File: src/hdl/pida_pkg.sv
// Package for the positional insert/delete array.
// Holds list depth, derived widths, action/status codes and sequencer states.
// No dependencies.
package pida_pkg;

    localparam int DEPTH  = 16;
    localparam int ADDR_W = (DEPTH > 1) ? $clog2(DEPTH) : 1;
    localparam int CNT_W  = $clog2(DEPTH + 1);
    localparam int POS_W  = 8;
    localparam int IDX_W  = 4;
    localparam int OCNT_W = 5;
    localparam int DATA_W = 32;

    typedef enum logic [1:0] {
        ACT_TRAVERSE = 2'd0,
        ACT_INSERT   = 2'd1,
        ACT_DELETE   = 2'd2,
        ACT_UPDATE   = 2'd3
    } t_action;

    typedef enum logic [1:0] {
        ST_OK     = 2'd0,
        ST_FULL   = 2'd1,
        ST_EMPTY  = 2'd2,
        ST_BADPOS = 2'd3
    } t_status;

    typedef enum logic [2:0] {
        S_IDLE,
        S_INS_RD,
        S_INS_WR,
        S_DEL_RD,
        S_DEL_WR,
        S_TRV_RD,
        S_TRV_OUT,
        S_RESP
    } t_state;

endpackage

File: src/hdl/pida_if.sv
// Valid/ready channel interfaces for the positional insert/delete array.
// Depends on pida_pkg for field widths.
interface pida_in_if;
    logic                               valid;
    logic                               ready;
    logic [1:0]                         action;
    logic [pida_pkg::POS_W-1:0]         position;
    logic signed [pida_pkg::DATA_W-1:0] value;

    modport source (output valid, output action, output position, output value,
                    input ready);
    modport sink   (input valid, input action, input position, input value,
                    output ready);
endinterface

interface pida_out_if;
    logic                               valid;
    logic                               ready;
    logic [1:0]                         status;
    logic [pida_pkg::IDX_W-1:0]         index;
    logic signed [pida_pkg::DATA_W-1:0] element;
    logic                               last;
    logic [pida_pkg::OCNT_W-1:0]        count;

    modport source (output valid, output status, output index, output element,
                    output last, output count, input ready);
    modport sink   (input valid, input status, input index, input element,
                    input last, input count, output ready);
endinterface

File: src/hdl/pida_store.sv
// Entry storage: one write port, one read port with registered data.
// Depends on pida_pkg for depth and widths.
module pida_store (
    input  logic                              i_clk,
    input  logic                              i_we,
    input  logic [pida_pkg::ADDR_W-1:0]       i_waddr,
    input  logic signed [pida_pkg::DATA_W-1:0] i_wdata,
    input  logic [pida_pkg::ADDR_W-1:0]       i_raddr,
    output logic signed [pida_pkg::DATA_W-1:0] o_rdata
);
    import pida_pkg::*;

    logic signed [DATA_W-1:0] r_mem [DEPTH];

    always_ff @(posedge i_clk) begin
        if (i_we) begin
            r_mem[i_waddr] <= i_wdata;
        end
    end

    always_ff @(posedge i_clk) begin
        o_rdata <= r_mem[i_raddr];
    end

endmodule

File: src/hdl/positional_insert_delete_array.sv
// Top level of the positional insert/delete array.
// Depends on pida_pkg, pida_in_if/pida_out_if and pida_store.
//
//   channel  dir  transfer moves                      per request
//   i_req    in   action, position, value             one
//   o_rsp    out  status, index, element, last, count one, or one per entry
//
// A request is taken only when the sequencer is idle. Insert and delete
// move entries one at a time through the store, reading each entry and
// then writing it one place over; update and rejected actions go straight
// to the response, and a traverse reads and sends one entry at a time. Any
// wait on o_rsp.ready delays the point at which the next request is taken.
// Reset clears the count, the sequencer and the output valid flag only;
// entry contents stay undefined until written. A stalled response holds
// in the output register and the sequencer waits behind it.
module positional_insert_delete_array (
    input  logic      i_clk,
    input  logic      i_rst_n,
    pida_in_if.sink   i_req,
    pida_out_if.source o_rsp
);
    import pida_pkg::*;

    // sequencer and list state
    t_state                   r_state, n_state;
    logic [CNT_W-1:0]         r_used, n_used;
    logic [CNT_W-1:0]         r_ptr, n_ptr;
    logic [POS_W-1:0]         r_pos, n_pos;
    logic signed [DATA_W-1:0] r_value, n_value;
    t_status                  r_status, n_status;

    // output register
    logic                     r_ov, n_ov;
    t_status                  r_ostatus, n_ostatus;
    logic [IDX_W-1:0]         r_oindex, n_oindex;
    logic signed [DATA_W-1:0] r_oelem, n_oelem;
    logic                     r_olast, n_olast;
    logic [OCNT_W-1:0]        r_ocount, n_ocount;

    // storage port
    logic                     mem_we;
    logic [ADDR_W-1:0]        mem_waddr;
    logic signed [DATA_W-1:0] mem_wdata;
    logic [ADDR_W-1:0]        mem_raddr;
    logic signed [DATA_W-1:0] mem_rdata;

    logic                     req_xfer;
    logic                     out_free;
    logic [POS_W-1:0]         used_w;
    logic [POS_W-1:0]         ptr_w;
    logic                     ptr_at_tail;

    assign req_xfer    = i_req.valid && i_req.ready;
    assign out_free    = !r_ov || o_rsp.ready;
    assign used_w      = POS_W'(r_used);
    assign ptr_w       = POS_W'(r_ptr);
    assign ptr_at_tail = (r_ptr + CNT_W'(1)) == r_used;

    pida_store u_store (
        .i_clk   (i_clk),
        .i_we    (mem_we),
        .i_waddr (mem_waddr),
        .i_wdata (mem_wdata),
        .i_raddr (mem_raddr),
        .o_rdata (mem_rdata)
    );

    // next state
    always_comb begin
        n_state = r_state;
        case (r_state)
            S_IDLE: begin
                if (req_xfer) begin
                    case (i_req.action)
                        ACT_TRAVERSE: n_state = (r_used == '0) ? S_RESP : S_TRV_RD;
                        ACT_INSERT: begin
                            if (r_used >= CNT_W'(DEPTH) || i_req.position > used_w) begin
                                n_state = S_RESP;
                            end else begin
                                n_state = S_INS_RD;
                            end
                        end
                        ACT_DELETE: begin
                            if (r_used == '0 || i_req.position >= used_w) begin
                                n_state = S_RESP;
                            end else begin
                                n_state = S_DEL_RD;
                            end
                        end
                        default: n_state = S_RESP;
                    endcase
                end
            end
            S_INS_RD:  n_state = (ptr_w == r_pos) ? S_RESP : S_INS_WR;
            S_INS_WR:  n_state = S_INS_RD;
            S_DEL_RD:  n_state = ptr_at_tail ? S_RESP : S_DEL_WR;
            S_DEL_WR:  n_state = S_DEL_RD;
            S_TRV_RD:  n_state = S_TRV_OUT;
            S_TRV_OUT: begin
                if (out_free) begin
                    n_state = ptr_at_tail ? S_IDLE : S_TRV_RD;
                end
            end
            S_RESP:    n_state = out_free ? S_IDLE : S_RESP;
            default:   n_state = S_IDLE;
        endcase
    end

    // datapath and outputs
    always_comb begin
        n_used    = r_used;
        n_ptr     = r_ptr;
        n_pos     = r_pos;
        n_value   = r_value;
        n_status  = r_status;
        n_ov      = r_ov && !o_rsp.ready;
        n_ostatus = r_ostatus;
        n_oindex  = r_oindex;
        n_oelem   = r_oelem;
        n_olast   = r_olast;
        n_ocount  = r_ocount;
        mem_we    = 1'b0;
        mem_waddr = r_ptr[ADDR_W-1:0];
        mem_wdata = mem_rdata;
        mem_raddr = r_ptr[ADDR_W-1:0];

        case (r_state)
            S_IDLE: begin
                if (req_xfer) begin
                    n_pos    = i_req.position;
                    n_value  = i_req.value;
                    n_status = ST_OK;
                    case (i_req.action)
                        ACT_TRAVERSE: begin
                            n_pos = '0;
                            n_ptr = '0;
                            if (r_used == '0) begin
                                n_status = ST_EMPTY;
                            end
                        end
                        ACT_INSERT: begin
                            n_ptr = r_used;
                            if (r_used >= CNT_W'(DEPTH)) begin
                                n_status = ST_FULL;
                            end else if (i_req.position > used_w) begin
                                n_status = ST_BADPOS;
                            end
                        end
                        ACT_DELETE: begin
                            n_ptr = CNT_W'(i_req.position);
                            if (r_used == '0) begin
                                n_status = ST_EMPTY;
                            end else if (i_req.position >= used_w) begin
                                n_status = ST_BADPOS;
                            end
                        end
                        default: begin
                            // update in place on the transfer cycle
                            if (i_req.position >= used_w) begin
                                n_status = ST_BADPOS;
                            end else begin
                                mem_we    = 1'b1;
                                mem_waddr = i_req.position[ADDR_W-1:0];
                                mem_wdata = i_req.value;
                            end
                        end
                    endcase
                end
            end
            S_INS_RD: begin
                if (ptr_w == r_pos) begin
                    // gap is open: drop the new value in
                    mem_we    = 1'b1;
                    mem_waddr = r_ptr[ADDR_W-1:0];
                    mem_wdata = r_value;
                    n_used    = r_used + CNT_W'(1);
                end else begin
                    mem_raddr = ADDR_W'(r_ptr - CNT_W'(1));
                end
            end
            S_INS_WR: begin
                // move entry ptr-1 up to ptr
                mem_we = 1'b1;
                n_ptr  = r_ptr - CNT_W'(1);
            end
            S_DEL_RD: begin
                if (ptr_at_tail) begin
                    n_used = r_used - CNT_W'(1);
                end else begin
                    mem_raddr = ADDR_W'(r_ptr + CNT_W'(1));
                end
            end
            S_DEL_WR: begin
                // move entry ptr+1 down to ptr
                mem_we = 1'b1;
                n_ptr  = r_ptr + CNT_W'(1);
            end
            S_TRV_RD: begin
                mem_raddr = r_ptr[ADDR_W-1:0];
            end
            S_TRV_OUT: begin
                if (out_free) begin
                    n_ov      = 1'b1;
                    n_ostatus = ST_OK;
                    n_oindex  = IDX_W'(r_ptr);
                    n_oelem   = mem_rdata;
                    n_olast   = ptr_at_tail;
                    n_ocount  = OCNT_W'(r_used);
                    n_ptr     = r_ptr + CNT_W'(1);
                end
            end
            S_RESP: begin
                if (out_free) begin
                    n_ov      = 1'b1;
                    n_ostatus = r_status;
                    n_oindex  = r_pos[IDX_W-1:0];
                    n_oelem   = '0;
                    n_olast   = 1'b1;
                    n_ocount  = OCNT_W'(r_used);
                end
            end
            default: begin
            end
        endcase
    end

    always_ff @(posedge i_clk) begin
        if (!i_rst_n) begin
            r_state <= S_IDLE;
            r_used  <= '0;
            r_ov    <= 1'b0;
        end else begin
            r_state <= n_state;
            r_used  <= n_used;
            r_ov    <= n_ov;
        end
    end

    // payload registers: no reset
    always_ff @(posedge i_clk) begin
        r_ptr     <= n_ptr;
        r_pos     <= n_pos;
        r_value   <= n_value;
        r_status  <= n_status;
        r_ostatus <= n_ostatus;
        r_oindex  <= n_oindex;
        r_oelem   <= n_oelem;
        r_olast   <= n_olast;
        r_ocount  <= n_ocount;
    end

    assign i_req.ready   = (r_state == S_IDLE);
    assign o_rsp.valid   = r_ov;
    assign o_rsp.status  = r_ostatus;
    assign o_rsp.index   = r_oindex;
    assign o_rsp.element = r_oelem;
    assign o_rsp.last    = r_olast;
    assign o_rsp.count   = r_ocount;

endmodule
File: src/flat_wrapper.sv
// flat-port wrapper written by rule: the top's interface ports become plain ports
module positional_insert_delete_array_flat import pida_pkg::*;
  (i_clk, i_rst_n, i_req_valid, i_req_action, i_req_position, i_req_value, i_req_ready, o_rsp_valid, o_rsp_status, o_rsp_index, o_rsp_element, o_rsp_last, o_rsp_count, o_rsp_ready);
  pida_in_if i_req_i ();
  pida_out_if o_rsp_i ();
  input  logic i_clk;
  input  logic i_rst_n;
  input wire logic [$bits(i_req_i.valid)-1:0] i_req_valid;
  input wire logic [$bits(i_req_i.action)-1:0] i_req_action;
  input wire logic [$bits(i_req_i.position)-1:0] i_req_position;
  input wire logic [$bits(i_req_i.value)-1:0] i_req_value;
  output wire logic [$bits(i_req_i.ready)-1:0] i_req_ready;
  output wire logic [$bits(o_rsp_i.valid)-1:0] o_rsp_valid;
  output wire logic [$bits(o_rsp_i.status)-1:0] o_rsp_status;
  output wire logic [$bits(o_rsp_i.index)-1:0] o_rsp_index;
  output wire logic [$bits(o_rsp_i.element)-1:0] o_rsp_element;
  output wire logic [$bits(o_rsp_i.last)-1:0] o_rsp_last;
  output wire logic [$bits(o_rsp_i.count)-1:0] o_rsp_count;
  input wire logic [$bits(o_rsp_i.ready)-1:0] o_rsp_ready;
  assign i_req_i.valid = i_req_valid;
  assign i_req_i.action = i_req_action;
  assign i_req_i.position = i_req_position;
  assign i_req_i.value = i_req_value;
  assign i_req_ready = i_req_i.ready;
  assign o_rsp_valid = o_rsp_i.valid;
  assign o_rsp_status = o_rsp_i.status;
  assign o_rsp_index = o_rsp_i.index;
  assign o_rsp_element = o_rsp_i.element;
  assign o_rsp_last = o_rsp_i.last;
  assign o_rsp_count = o_rsp_i.count;
  assign o_rsp_i.ready = o_rsp_ready;
  positional_insert_delete_array u_core (.i_clk(i_clk), .i_rst_n(i_rst_n), .i_req(i_req_i), .o_rsp(o_rsp_i));
endmodule
File: config.mk
export PLATFORM = sky130hd
export DESIGN_NAME = positional_insert_delete_array_flat
export DESIGN_NICKNAME = d
export VERILOG_FILES = /design/src/hdl/pida_pkg.sv /design/src/hdl/pida_if.sv /design/src/hdl/pida_store.sv /design/src/hdl/positional_insert_delete_array.sv /design/src/flat_wrapper.sv
export SDC_FILE = /design/constraint.sdc
export NUM_CORES = 1
export LEC_CHECK = 0
export BUFFER_PORTS_ARGS = -buffer_cell sky130_fd_sc_hd__clkbuf_2
export CORE_AREA = 8 8 206 208
export DETAILED_ROUTE_END_ITERATION = 10
export DIE_AREA = 0 0 214 216
export PLACE_DENSITY_LB_ADDON = 0.08
export SLEW_MARGIN = 25
export SYNTH_ARGS = -nofsm -noshare
export SYNTH_HDL_FRONTEND = slang
export SYNTH_SLANG_ARGS = --single-unit
export TNS_END_PERCENT = 100
File: constraint.sdc
create_clock -name i_clk -period 13.98 [get_ports i_clk]
set_clock_uncertainty 0.05 [all_clocks]
set_input_delay 3.495 -clock i_clk [delete_from_list [all_inputs] [get_ports i_clk]]
set_output_delay 3.495 -clock i_clk [all_outputs]
set_load 0.02 [all_outputs]
==> impl_metrics.tcl <==
set metrics [dict create \
    r2r_setup_slack_ns 9.01 \
    cts_root_buffer "clkbuf_16" \
    critPathCapture "u_core.u_store.r_mem[10][12]" \
    ant_nets 0 \
    drv_slew 0 \
    synthCells 1321 \
    cts_hold_buf 0 \
    fin_crit_sh_pct 46.6 \
    cts_tree "done" \
    clk_pin_slew_ns 0.06 \
    die_y_um 216 \
    critical_path_required_ns 14.21 \
    tightest_slew_ns 1.03 \
    start_kind "input port" \
    synth_seq_cells 644 \
    cp-startpoint "i_req_position[1]" \
    wl_per_cell_um 27.0 \
    max_freq_ghz 0.153 \
    cts_setup_buffers 0 \
    min_period_ns 6.52 \
    antenna_found_initial 1 \
    io_buffers 91 \
    pin_count 92 \
    r2r_start "u_core.r_ptr[0]" \
    die_area_sq_um 46200 \
    seq_area_frac_synth_pct 75.3 \
    start_util_pct 64.1 \
    grt_pass1_wl_um 82300 \
    grt-ovfl-total 0 \
    n_fill_cell 2319 \
    grt.total_usage_pct 23.6 \
    drtIter0Drc 1380 \
    cap_violations 0 \
    slew_headroom_pct 31.3 \
    grtUsageMet1_pct 32.3 \
    fin_util_pct 72.3 \
    cp_max_fo 19 \
    use_met2_pct 38.7 \
    critPathCaptureType "register" \
    core_sq_um 39200 \
    finalNetCount 1497 \
    synth_edf_count 603 \
    layout_common_cells "603 x edfxtp_1, 128 x mux4_2, 120 x nand2_1" \
    cp_data_arrival_time_ns 6.75 \
    clk_latency_ns 0.62 \
    cts_buffers 60 \
    drt-vias-per-instance 6.41 \
    setup_tns_ns 0 \
    wl_um 54400 \
    die_w_um 214 \
    grt_max_degree 66 \
    yosysWarningCount 0 \
    avgSynthCellArea_sq_um 19.0 \
    met3_usage_pct 4.80 \
    ys_types 62 \
    setup_viol 0 \
    cts.htree.levels 2 \
    power.density_nw_per_um2 220 \
    finalHoldViolCount 0 \
    rsz0062_at_grt "false" \
    dr.pass1.iters 5 \
    drc_errors 0 \
    status "finished, final reports clean" \
    grt_pass1_vias 13200 \
    vias 12900 \
    area_growth_pct 12.8 \
    ir_worst_vdd_mv 0.144 \
    gr-max-usage-layer "met2" \
    syn_nets 1383 \
    r2r_cells 12 \
    layout_commonest_cell "edfxtp_1" \
    clock_sinks 644 \
    clock_path_buffers 3 \
    cts_resized 0 \
    globalplace.congestion 0.914 \
    holdCritPathClass "register to register" \
    p_leak_nw 9.45 \
    reg2reg_to "u_core.u_store.o_rdata[15]" \
    rows 73 \
    synth-main-ff-cell "edfxtp_1" \
    async_reset_ff_share_pct 0 \
    path_class "input port to register" \
    dp_hpwl_um 29900 \
    synth_area_sq_um 25100 \
    drive_gt1_share_pct 25.6 \
]
==> area by class of cell <==
class                           count  area, sq um  share of cell area, %
Multi-Input combinational cell    585         5950                   21.0
Tap cell                          525          657                   2.32
Inverter                           23         86.3                  0.305
Clock buffer                       72         1570                   5.53
Clock inverter                     41          464                   1.64
Sequential cell                   644        18900                   66.8
Antenna cell                        1         2.50                0.00883
Timing Repair Buffer              121          684                   2.41
==> sequential cells by signal, indices dropped and copies added, names as in the netlist <==
name / count
u_core.u_store.r_mem: 512
u_core.r_value: 32
u_core.r_ptr: 5
u_core.o_rsp.valid: 1
u_core.o_rsp.count: 5
u_core.o_rsp.status: 2
u_core.r_pos: 8
u_core.u_store.o_rdata: 32
u_core.o_rsp.last: 1
u_core.r_state: 3
u_core.r_status: 2
u_core.o_rsp.element: 32
u_core.r_used: 5
u_core.o_rsp.index: 4
==> power by group <==
| group | internal [mW] | switching, mW |
|---|---|---|
| sequential | 2.58 | 0.103 |
| combinational | 0.769 | 1.11 |
| clock | 0.966 | 0.698 |
| total | 4.32 | 1.91 |
==> through the flow <==
| step | std cells | hold slack, ns | power, mW | worst slack [ns] | cell area (sq um) |
|---|---|---|---|---|---|
| after floorplan | 1321 | 0.456 | 4.11 | 6.39 | 25100 |
| after global routing | 2011 | 0.506 | 6.50 | 7.30 | 28300 |
| after detailed placement | 1898 | 0.475 | 4.61 | 6.80 | 26300 |
| final | 2012 | 0.486 | 6.23 | 7.46 | 28300 |
| after global placement | 1898 | 0.471 | 4.58 | 6.90 | 26300 |
| after CTS | 2011 | 0.495 | 6.28 | 7.48 | 28300 |
==> per-layer routing <==
metal,routed length [um],up-vias
met4,1130,0
met5,0,-
met3,4330,76
met1,21800,6669
met2,27100,582
li1,-,5565
==> critical path: stages <==
cell      delay [ns]
clkbuf_2        0.13
ha_1            0.31
nor2b_1         0.13
o21a_1          0.16
o21a_1          0.18
o31ai_1         0.25
and4_2          0.44
mux2i_1         0.28
nand2_1         0.28
nor2_4          0.57
buf_4           0.46
==> how the worst min path moves through the flow <==
stage / start / end / slack (ns) / cells past startpoint
2_1_floorplan: u_core.u_store.o_rdata[0] / u_core.o_rsp.element[0] / 0.46 / 1
3_3_place_gp: u_core.u_store.o_rdata[7] / u_core.o_rsp.element[7] / 0.47 / 1
3_5_place_dp: u_core.u_store.o_rdata[7] / u_core.o_rsp.element[7] / 0.48 / 1
4_1_cts: u_core.u_store.o_rdata[7] / u_core.o_rsp.element[7] / 0.50 / 1
5_1_grt: u_core.u_store.o_rdata[7] / u_core.o_rsp.element[7] / 0.51 / 1
6_report: u_core.u_store.o_rdata[7] / u_core.o_rsp.element[7] / 0.49 / 1
==> logic make-up (layout without fill, tap and decap cells) <==
group	Yosys count	after routing	share of synthesized area, %
adders and majority gates	16	16	0.827
AOI/OAI and AO/OA	170	170	5.03
and+or+nand+nor	241	241	4.40
other	0	1	0
buffers and inverters	92	257	1.79
DFF	644	644	75.3
xor gates and xnor gates	22	22	0.797
muxes	136	136	11.8
==> Yosys cell counts (8+ instances only) <==
cell / count / area, sq um
nand2_1: 120 / 450
buf_4: 8 / 60.1
mux4_2: 128 / 2880
ha_1: 15 / 188
and2_1: 35 / 219
dfxtp_1: 41 / 821
nor2_1: 45 / 169
xnor2_1: 16 / 140
edfxtp_1: 603 / 18100
nor3_1: 8 / 40.0
a21oi_1: 14 / 70.1
buf_2: 23 / 115
inv_1: 23 / 86.3
a22oi_1: 104 / 781
clkbuf_1: 26 / 97.6
nor2b_1: 8 / 50.1
No activity file was read; power rests on OpenSTA's default activity.
